File: config.mk
export PLATFORM = sky130hd
export DESIGN_NAME = patch_column_post_decoder_unit
export DESIGN_NICKNAME = d
export VERILOG_FILES = /design/src/design/pcpd_pkg.sv /design/src/design/patch_column_post_decoder_unit.sv /design/src/design/pcpd_parser.sv
export SDC_FILE = /design/constraint.sdc
export NUM_CORES = 1
export LEC_CHECK = 0
export ABC_AREA = 1
export BUFFER_PORTS_ARGS = -buffer_cell sky130_fd_sc_hd__buf_2
export CAP_MARGIN = 20
export CORE_AREA = 2 2 117 119
export DETAILED_ROUTE_END_ITERATION = 8
export DIE_AREA = 0 0 119 121
export PLACE_DENSITY = 0.8
export SETUP_SLACK_MARGIN = 0.05
export SLEW_MARGIN = 40
export SYNTH_ARGS = -nofsm -noshare
export SYNTH_HDL_FRONTEND = slang
export SYNTH_SLANG_ARGS = --single-unit
File: constraint.sdc
create_clock -name clk_i -period 4.15 [get_ports clk_i]
set_input_delay 0.2075 -clock clk_i [delete_from_list [all_inputs] [get_ports clk_i]]
set_output_delay 0.2075 -clock clk_i [all_outputs]
set_load 0.005 [all_outputs]
File: src/design/pcpd_pkg.sv
// ----------------------------------------------------------------------------
// pcpd_pkg
// Shared types and constants of the patch column post decoder.
// ----------------------------------------------------------------------------
package pcpd_pkg;

  localparam int SCREEN_WIDTH_PIXELS  = 320;
  localparam int SCREEN_HEIGHT_PIXELS = 200;

  // width of the signed screen position sums
  localparam int PosW = 19;

  localparam logic [7:0] END_MARK = 8'hff;

  typedef enum logic [2:0] {
    PH_TOP      = 3'd0,
    PH_LEN      = 3'd1,
    PH_PAD_LEAD = 3'd2,
    PH_TEXEL    = 3'd3,
    PH_PAD_TAIL = 3'd4,
    PH_DONE     = 3'd5
  } phase_e;

  typedef enum logic [1:0] {
    KIND_PIXEL     = 2'd0,
    KIND_DONE      = 2'd1,
    KIND_OFFSCREEN = 2'd2
  } kind_e;

  typedef struct packed {
    kind_e      kind;
    logic [8:0] pixel_x;
    logic [7:0] pixel_y;
    logic [7:0] color;
  } result_t;

endpackage

File: src/design/patch_column_post_decoder_unit.sv
// ----------------------------------------------------------------------------
// patch_column_post_decoder_unit
// Turns the post bytes of sprite-patch columns into screen pixel writes.
// ----------------------------------------------------------------------------
// Input channel: one post-stream byte per beat, with the column index, patch
// origin and header offsets alongside; column_start_i marks a column's first
// byte. Output channel: at most one result per input beat (pixel write,
// column finished or off-screen pixel); pad, length and non-end top bytes
// give none. Throughput is one byte per cycle while in_stall_o is low: the
// phase machine and the position adds sit between the parser state and a
// result register. The result register is backed by a skid register, so a
// stalled receiver holds up the input only once both are full; in_stall_o
// is the skid register's valid flag.
// Reset clears parser state (expecting a post top byte) and the valid flags
// of both result registers; the block takes a beat straight out of reset.
// ----------------------------------------------------------------------------
module patch_column_post_decoder_unit
  import pcpd_pkg::*;
(
  input  logic               clk_i,
  input  logic               rst_ni,
  input  logic               in_valid_i,
  output logic               in_stall_o,
  input  logic               column_start_i,
  input  logic        [9:0]  column_index_i,
  input  logic signed [11:0] origin_x_i,
  input  logic signed [11:0] origin_y_i,
  input  logic signed [15:0] offset_x_i,
  input  logic signed [15:0] offset_y_i,
  input  logic        [7:0]  data_byte_i,
  output logic               out_valid_o,
  input  logic               out_stall_i,
  output logic        [1:0]  kind_o,
  output logic        [8:0]  pixel_x_o,
  output logic        [7:0]  pixel_y_o,
  output logic        [7:0]  color_o
);

  logic    in_beat, out_pop, push;
  logic    res_valid;
  result_t res;
  logic    main_v_q, skid_v_q;
  result_t main_q, skid_q;

  assign in_stall_o = skid_v_q;
  assign in_beat    = in_valid_i && !skid_v_q;
  assign out_pop    = main_v_q && !out_stall_i;
  assign push       = in_beat && res_valid;

  pcpd_parser u_parser (
    .clk_i,
    .rst_ni,
    .beat_i         (in_beat),
    .column_start_i,
    .column_index_i,
    .origin_x_i,
    .origin_y_i,
    .offset_x_i,
    .offset_y_i,
    .data_byte_i,
    .res_valid_o    (res_valid),
    .res_o          (res)
  );

  always_ff @(posedge clk_i or negedge rst_ni) begin
    if (!rst_ni) begin
      main_v_q <= 1'b0;
      skid_v_q <= 1'b0;
    end else if (skid_v_q) begin
      if (out_pop) skid_v_q <= 1'b0;
    end else if (push) begin
      if (main_v_q && !out_pop) skid_v_q <= 1'b1;
      else                      main_v_q <= 1'b1;
    end else if (out_pop) begin
      main_v_q <= 1'b0;
    end
  end

  always_ff @(posedge clk_i) begin
    if (skid_v_q) begin
      if (out_pop) main_q <= skid_q;
    end else if (push) begin
      if (main_v_q && !out_pop) skid_q <= res;
      else                      main_q <= res;
    end
  end

  assign out_valid_o = main_v_q;
  assign kind_o      = main_q.kind;
  assign pixel_x_o   = main_q.pixel_x;
  assign pixel_y_o   = main_q.pixel_y;
  assign color_o     = main_q.color;

  // skid entry only ever backs up a full result register
  a_skid_needs_main: assert property (@(posedge clk_i) disable iff (!rst_ni)
    skid_v_q |-> main_v_q)
    else $error("skid register full while result register empty");

  // a parked result moves into the result register when the receiver takes one
  a_skid_drains: assert property (@(posedge clk_i) disable iff (!rst_ni)
    skid_v_q && out_pop |=> main_v_q && !skid_v_q)
    else $error("skid result not forwarded");

  // a result-bearing beat shows up at the output next cycle when nothing waits
  a_latency: assert property (@(posedge clk_i) disable iff (!rst_ni)
    push && !main_v_q |=> out_valid_o)
    else $error("result lost on an idle output");

  // off-screen and finish results carry no position or color
  a_blank_fields: assert property (@(posedge clk_i) disable iff (!rst_ni)
    out_valid_o && (kind_o != KIND_PIXEL) |->
      (pixel_x_o == '0) && (pixel_y_o == '0) && (color_o == '0))
    else $error("non-pixel result with payload");

endmodule

File: src/design/pcpd_parser.sv
// ----------------------------------------------------------------------------
// pcpd_parser
// Post phase machine and pixel position logic; one byte per beat.
// ----------------------------------------------------------------------------
module pcpd_parser
  import pcpd_pkg::*;
(
  input  logic               clk_i,
  input  logic               rst_ni,
  input  logic               beat_i,
  input  logic               column_start_i,
  input  logic        [9:0]  column_index_i,
  input  logic signed [11:0] origin_x_i,
  input  logic signed [11:0] origin_y_i,
  input  logic signed [15:0] offset_x_i,
  input  logic signed [15:0] offset_y_i,
  input  logic        [7:0]  data_byte_i,
  output logic               res_valid_o,
  output result_t            res_o
);

  phase_e     phase_q, phase_d;
  logic [7:0] top_q, top_d;
  logic [7:0] left_q, left_d;
  logic [7:0] row_q, row_d;

  phase_e     cur_phase;
  logic [7:0] left_dec;
  logic signed [PosW-1:0] px, py;
  logic       on_screen;

  assign px = PosW'(origin_x_i) - PosW'(offset_x_i) + $signed({9'd0, column_index_i});
  assign py = PosW'(origin_y_i) - PosW'(offset_y_i)
            + $signed({11'd0, top_q}) + $signed({11'd0, row_q});

  assign on_screen = !px[PosW-1] && !py[PosW-1]
                  && ($unsigned(px) < PosW'(SCREEN_WIDTH_PIXELS))
                  && ($unsigned(py) < PosW'(SCREEN_HEIGHT_PIXELS));

  assign left_dec = left_q - 8'd1;

  always_comb begin
    cur_phase   = column_start_i ? PH_TOP : phase_q;
    phase_d     = cur_phase;
    top_d       = top_q;
    left_d      = left_q;
    row_d       = row_q;
    res_valid_o = 1'b0;
    res_o       = '{kind: KIND_PIXEL, pixel_x: '0, pixel_y: '0, color: '0};
    case (cur_phase)
      PH_TOP: begin
        if (data_byte_i == END_MARK) begin
          phase_d     = PH_DONE;
          res_valid_o = 1'b1;
          res_o.kind  = KIND_DONE;
        end else begin
          top_d   = data_byte_i;
          phase_d = PH_LEN;
        end
      end
      PH_LEN: begin
        left_d  = data_byte_i;
        row_d   = '0;
        phase_d = PH_PAD_LEAD;
      end
      PH_PAD_LEAD: begin
        phase_d = (left_q == '0) ? PH_PAD_TAIL : PH_TEXEL;
      end
      PH_TEXEL: begin
        row_d       = row_q + 8'd1;
        left_d      = left_dec;
        if (left_dec == '0) phase_d = PH_PAD_TAIL;
        res_valid_o = 1'b1;
        if (on_screen) begin
          res_o.kind    = KIND_PIXEL;
          res_o.pixel_x = px[8:0];
          res_o.pixel_y = py[7:0];
          res_o.color   = data_byte_i;
        end else begin
          res_o.kind = KIND_OFFSCREEN;
        end
      end
      PH_PAD_TAIL: begin
        phase_d = PH_TOP;
      end
      default: begin
        // column ended (or a dead code): bytes are dropped
      end
    endcase
  end

  always_ff @(posedge clk_i or negedge rst_ni) begin
    if (!rst_ni) begin
      phase_q <= PH_TOP;
      top_q   <= '0;
      left_q  <= '0;
      row_q   <= '0;
    end else if (beat_i) begin
      phase_q <= phase_d;
      top_q   <= top_d;
      left_q  <= left_d;
      row_q   <= row_d;
    end
  end

endmodule
* Word-level counts from Yosys, hierarchy flattened
Index checks and enable logic that the tools add are counted.
Word-level totals: input bits 79, output and inout bits 29, register bits 83
Operators by class: add/sub/neg operators 7, muxes and demuxes 25, bitwise operators 2, magnitude comparators 2, reduce and logical (&&, ||, !) cells 23, equal/unequal tests 8
Operator list (number):
- two-way mux 27 bit | 4
- two-way mux 25 bit | 2
- adder 19 x 9 -> 19 bit | 2
- subtractor 12 x 16 -> 17 bit | 2
- case mux 8 bit (2 select lines) | 2
- adder 19 x 11 -> 19 bit | 1
- less-than comparator 19 x 8 -> 1 bit, second input constant | 1
- less-than comparator 19 x 9 -> 1 bit, second input constant | 1
- logical NOT 8 bit | 2
- case mux 3 bit (5 select lines) | 1
- two-way mux 3 bit | 4
- AND reduction 3 bit | 4
- two-way mux 1 bit | 9
- adder 8 x 1 -> 8 bit, second input constant | 1
- == test 8 bit, second input constant | 1
- subtractor 8 x 1 -> 8 bit, second input constant | 1
- logical AND 1 bit | 7
- == test 3 x 2 -> 1 bit, second input constant | 2
- inequality test 2 bit, second input constant | 3
- nonzero test 2 bit | 3
- logical NOT 1 bit | 5
- case mux 2 bit (2 select lines) | 1
- == test 3 x 1 -> 1 bit, second input constant | 1
- == test 3 bit, second input constant | 1
- 5 further kinds | 6

* Depth between registers and ports, before layout
depth in word-level cells 12, mapped depth 28, depth with buffers taken out 28

* Hierarchy
A second synthesis with hierarchy kept.
Unflattened totals: cell total of the unflattened synthesis 1063, area total of the unflattened synthesis 7649.8 um^2
By module, submodules not included:
- pcpd_parser | area an instance 5582.9 um^2, instances 1, cells each 905
- patch_column_post_decoder_unit | area an instance 2067.0 um^2, instances 1, cells each 158

* Worst setup path after synthesis
OpenSTA, ideal clock, no wires.
path kind input -> register, from input port offset_y_i[2], to register skid_q[26] (netlist name) (data pin), data arrival time 3.396 ns, stages 25, setup slack 0.483 ns, library setup time 0.271 ns, data required time 3.879 ns, cell sequence inv_1 ha_1 nand2_1 nand3_1 nand2_1 nand2_1 xnor2_1 fa_1 inv_1 ha_1 a21oi_1 nor2_1 nor2_1 nand2_1 nand2_1 nand2_1 a21oi_1 nand2_1 nor2_1 nand2_1 nor2_1 nand2_1 nor2_8 buf_2 a31oi_1
RTL lines:
- from (decl) | RTL line patch_column_post_decoder_unit.sv:29 | input logic signed [15:0] offset_y_i,
- to (signal assigned) | RTL line patch_column_post_decoder_unit.sv:83 | if (main_v_q && !out_pop) skid_q <= res;
- to (decl) | RTL line patch_column_post_decoder_unit.sv:43 | result_t main_q, skid_q;

==> flow_metrics.tcl <==
set metrics [dict create \
    critPathCaptureType "flip-flop" \
    grt_pass1_vias 6331 \
    routabilityCongestion 0.9169 \
    cp_data_arrival_time_ps 3960 \
    holdWs_ps 119.1 \
    leakage_nw 4.762 \
    grt_max_degree 54 \
    seq_area_frac_synth_pct 31.08 \
    cp.required_ps 4330 \
    p_total_mw 4.409 \
    port_buffers 107 \
    ys_ff_latch 83 \
    grt_antenna_before_repair 0 \
    crit_slowest_cell "fa_1" \
    period_needed_ps 3782 \
    synth_area_um2 7553 \
    worstPathMaxFanout 6 \
    fill_cells 1161 \
    clk_pin_slew_ps 70 \
    synth_area_leaders "edfxtp_1 21%, nand2_1 14%, inv_1 10%" \
    diodes 0 \
    start_util_pct 57.73 \
    hpwl_um 12960 \
    htreeDepth 3 \
    slew_viol_final 0 \
    die_w_um 119 \
    power.density_nw_per_um2 500.0 \
    synth_warnings 0 \
    nets 1366 \
    status "completed" \
    cap_viol_max_count 0 \
    skew_ps 10.87 \
    rows 42 \
    ir_drop_mv 0.2621 \
    area_delta_synth_final_pct 16.73 \
    grt-ovfl-total 0 \
    hold_viol_final 0 \
    max_stage_delay_ps 480 \
    vias_per_cell 5.155 \
    die_area_um2 14400 \
    multi_input_area_um2 4449 \
    boundaryPins 108 \
    core-area_um2 13090 \
    tightest_slew_ps 847.7 \
    clk_latency_ps 340 \
    drc 0 \
    fin_crit_sh_pct 91.14 \
    cts_tree "yes" \
    antenna_left 0 \
    holdCritPathClass "in -> reg" \
    ys_types 41 \
    cts_root_buf "clkbuf_16" \
    drive_gt1_share_pct 16.16 \
    first_pass_iters 5 \
    max_clock_freq_mhz 264.4 \
    grt_use_total_pct 23.33 \
    cts.sinks 83 \
    crit_path_frequent_cell "nand2_1" \
    dpl_worst_slack_ps -33.21 \
    numCtsBuffers 9 \
    avgSynthCellArea_um2 6.879 \
    finalSetupViolCount 0 \
    synth_largest_area_cell "edfxtp_1" \
    fin_cells 1401 \
    syn_nets 1244 \
    clock_path_buffers 2 \
    die_height_um 121 \
    drt_iter0_markers 529 \
    rsz0062_at_grt "yes" \
    r2r_setup_slack_ps 630 \
    synth.top_cell.area_share_pct 21.47 \
    cp-start-kind "primary input" \
    netlist_instances 1098 \
    wl_per_cell_um 12.04 \
    ff_latch_area_um2 2347 \
    slew_headroom_pct 43.40 \
    grt_pass1_wl_um 27860 \
    critPathKind "in -> reg" \
    num_vias 7222 \
    dp.cells 1377 \
    wl_um 16870 \
    utilization_pct 67.38 \
    finalWorstSetupSlack_ps 367.7 \
]
==> path summary, 6_finish.rpt <==
kind                              startpoint  depth (start not counted)                 end
setup / recovery               origin_y_i[0]                         28          skid_q[19]
hold / removal                data_byte_i[1]                          3  u_parser.left_q[1]
setup reg to reg           u_parser.row_q[1]                         19          skid_q[19]
hold reg to reg            u_parser.top_q[2]                          2   u_parser.top_q[2]
max in group asynchronous             rst_ni                          2   u_parser.top_q[7]
min in group asynchronous             rst_ni                          2   u_parser.row_q[3]
==> cells in the mapped netlist, drive strengths merged <==
library cell	count
nand3	71
ha	55
o21bai	2
fa	12
nor2	157
nand4	42
nor4	3
buf	9
clkbuf	8
o21a	2
or2	2
and2	2
a21o	2
o31ai	1
nor3b	2
xor2	15
nand2	288
nor3	8
o32a	1
inv	211
o21ai	29
nand3b	5
edfxtp	54
o22ai	2
clkinv	1
a21oi	61
dfrtp	29
a31oi	3
o221ai	6
a22oi	2
xnor2	13
==> registers in the layout, summed over array words and instances (netlist names) <==
signal            cells
color_o               8
pixel_y_o             8
u_parser.top_q        8
u_parser.row_q        8
out_valid_o           1
u_parser.phase_q      3
kind_o                2
skid_q               27
pixel_x_o             9
in_stall_o            1
u_parser.left_q       8
==> through the flow <==
step / setup TNS, ps / cell area [um2]
after floorplan: 0 / 7553
after global placement: 0 / 8329
after detailed placement: -40.48 / 8329
after CTS: 0 / 8636
after global routing: -0.8131 / 8817
final: 0 / 8817
==> critical path: cells and delay by family <==
family / cells / cell delay (ps)
AND/OR/NAND/NOR: 17 / 1790
adder cells (fa/ha/maj): 4 / 1340
buffers and inverters: 6 / 500
XOR/XNOR: 1 / 110
==> cell usage in the layout (no fill, tap or decap), types with 5 or more instances in the layout <==
cell type,netlist,final
nand2_1,280,278
inv_1,202,201
nor2_1,146,144
buf_2,7,107
nand3_1,66,66
edfxtp_1,54,54
a21oi_1,60,53
ha_1,55,51
nand4_1,41,41
dfrtp_1,29,29
o21ai_0,27,27
xor2_1,15,15
buf_4,2,15
xnor2_1,13,12
fa_1,12,11
inv_2,9,10
nand2_2,8,10
nor2_2,7,9
clkbuf_16,0,9
a21oi_2,1,8
nor3_1,8,8
o221ai_1,6,6
nand3_2,5,5
nand3b_1,5,5
==> what timing repair did <==
item | CTS | global route
hold buffers | 1 | 0
endpoints found under the setup margin | 0 | 51
gates resized for setup | 0 | 23
setup buffers | 0 | 5
hold endpoints to repair | 29 | 0
==> power by group <==
| part | internal, mW | switching, mW |
|---|---|---|
| clock | 0.458 | 0.320 |
| combinational | 0.960 | 1.56 |
| sequential | 1.03 | 0.0857 |
==> cell type report <==
cell class              count  share of cell area (%)
clock buffers              12                   3.023
clock inverters             4                  0.3406
inverters                 212                   9.025
multi-input cells         788                   50.46
flip-flops and latches     83                   26.62
well taps                 176                   2.498
repair buffers            126                   8.032
==> logic make-up (layout without fill, tap and decap cells) <==
kind of cell    count (synthesis)  count (layout)  share of synthesized area, %
simple gates                  580             582                         33.64
buf+inv                       229             354                         11.60
compound gates                111             111                         8.150
flops                          83              83                         31.08
fa+ha+maj                      67              67                         12.29
xor+xnor                       28              28                         3.247
==> layer usage <==
layer	track usage [%]	vias up	part of all wire, %
met4	6.101	0	1.2
li1	-	3763	-
met3	2.679	19	5.4
met5	0	-	0
met1	30.55	3220	43
met2	41.16	220	50
Power figures use the tool's default switching activity.
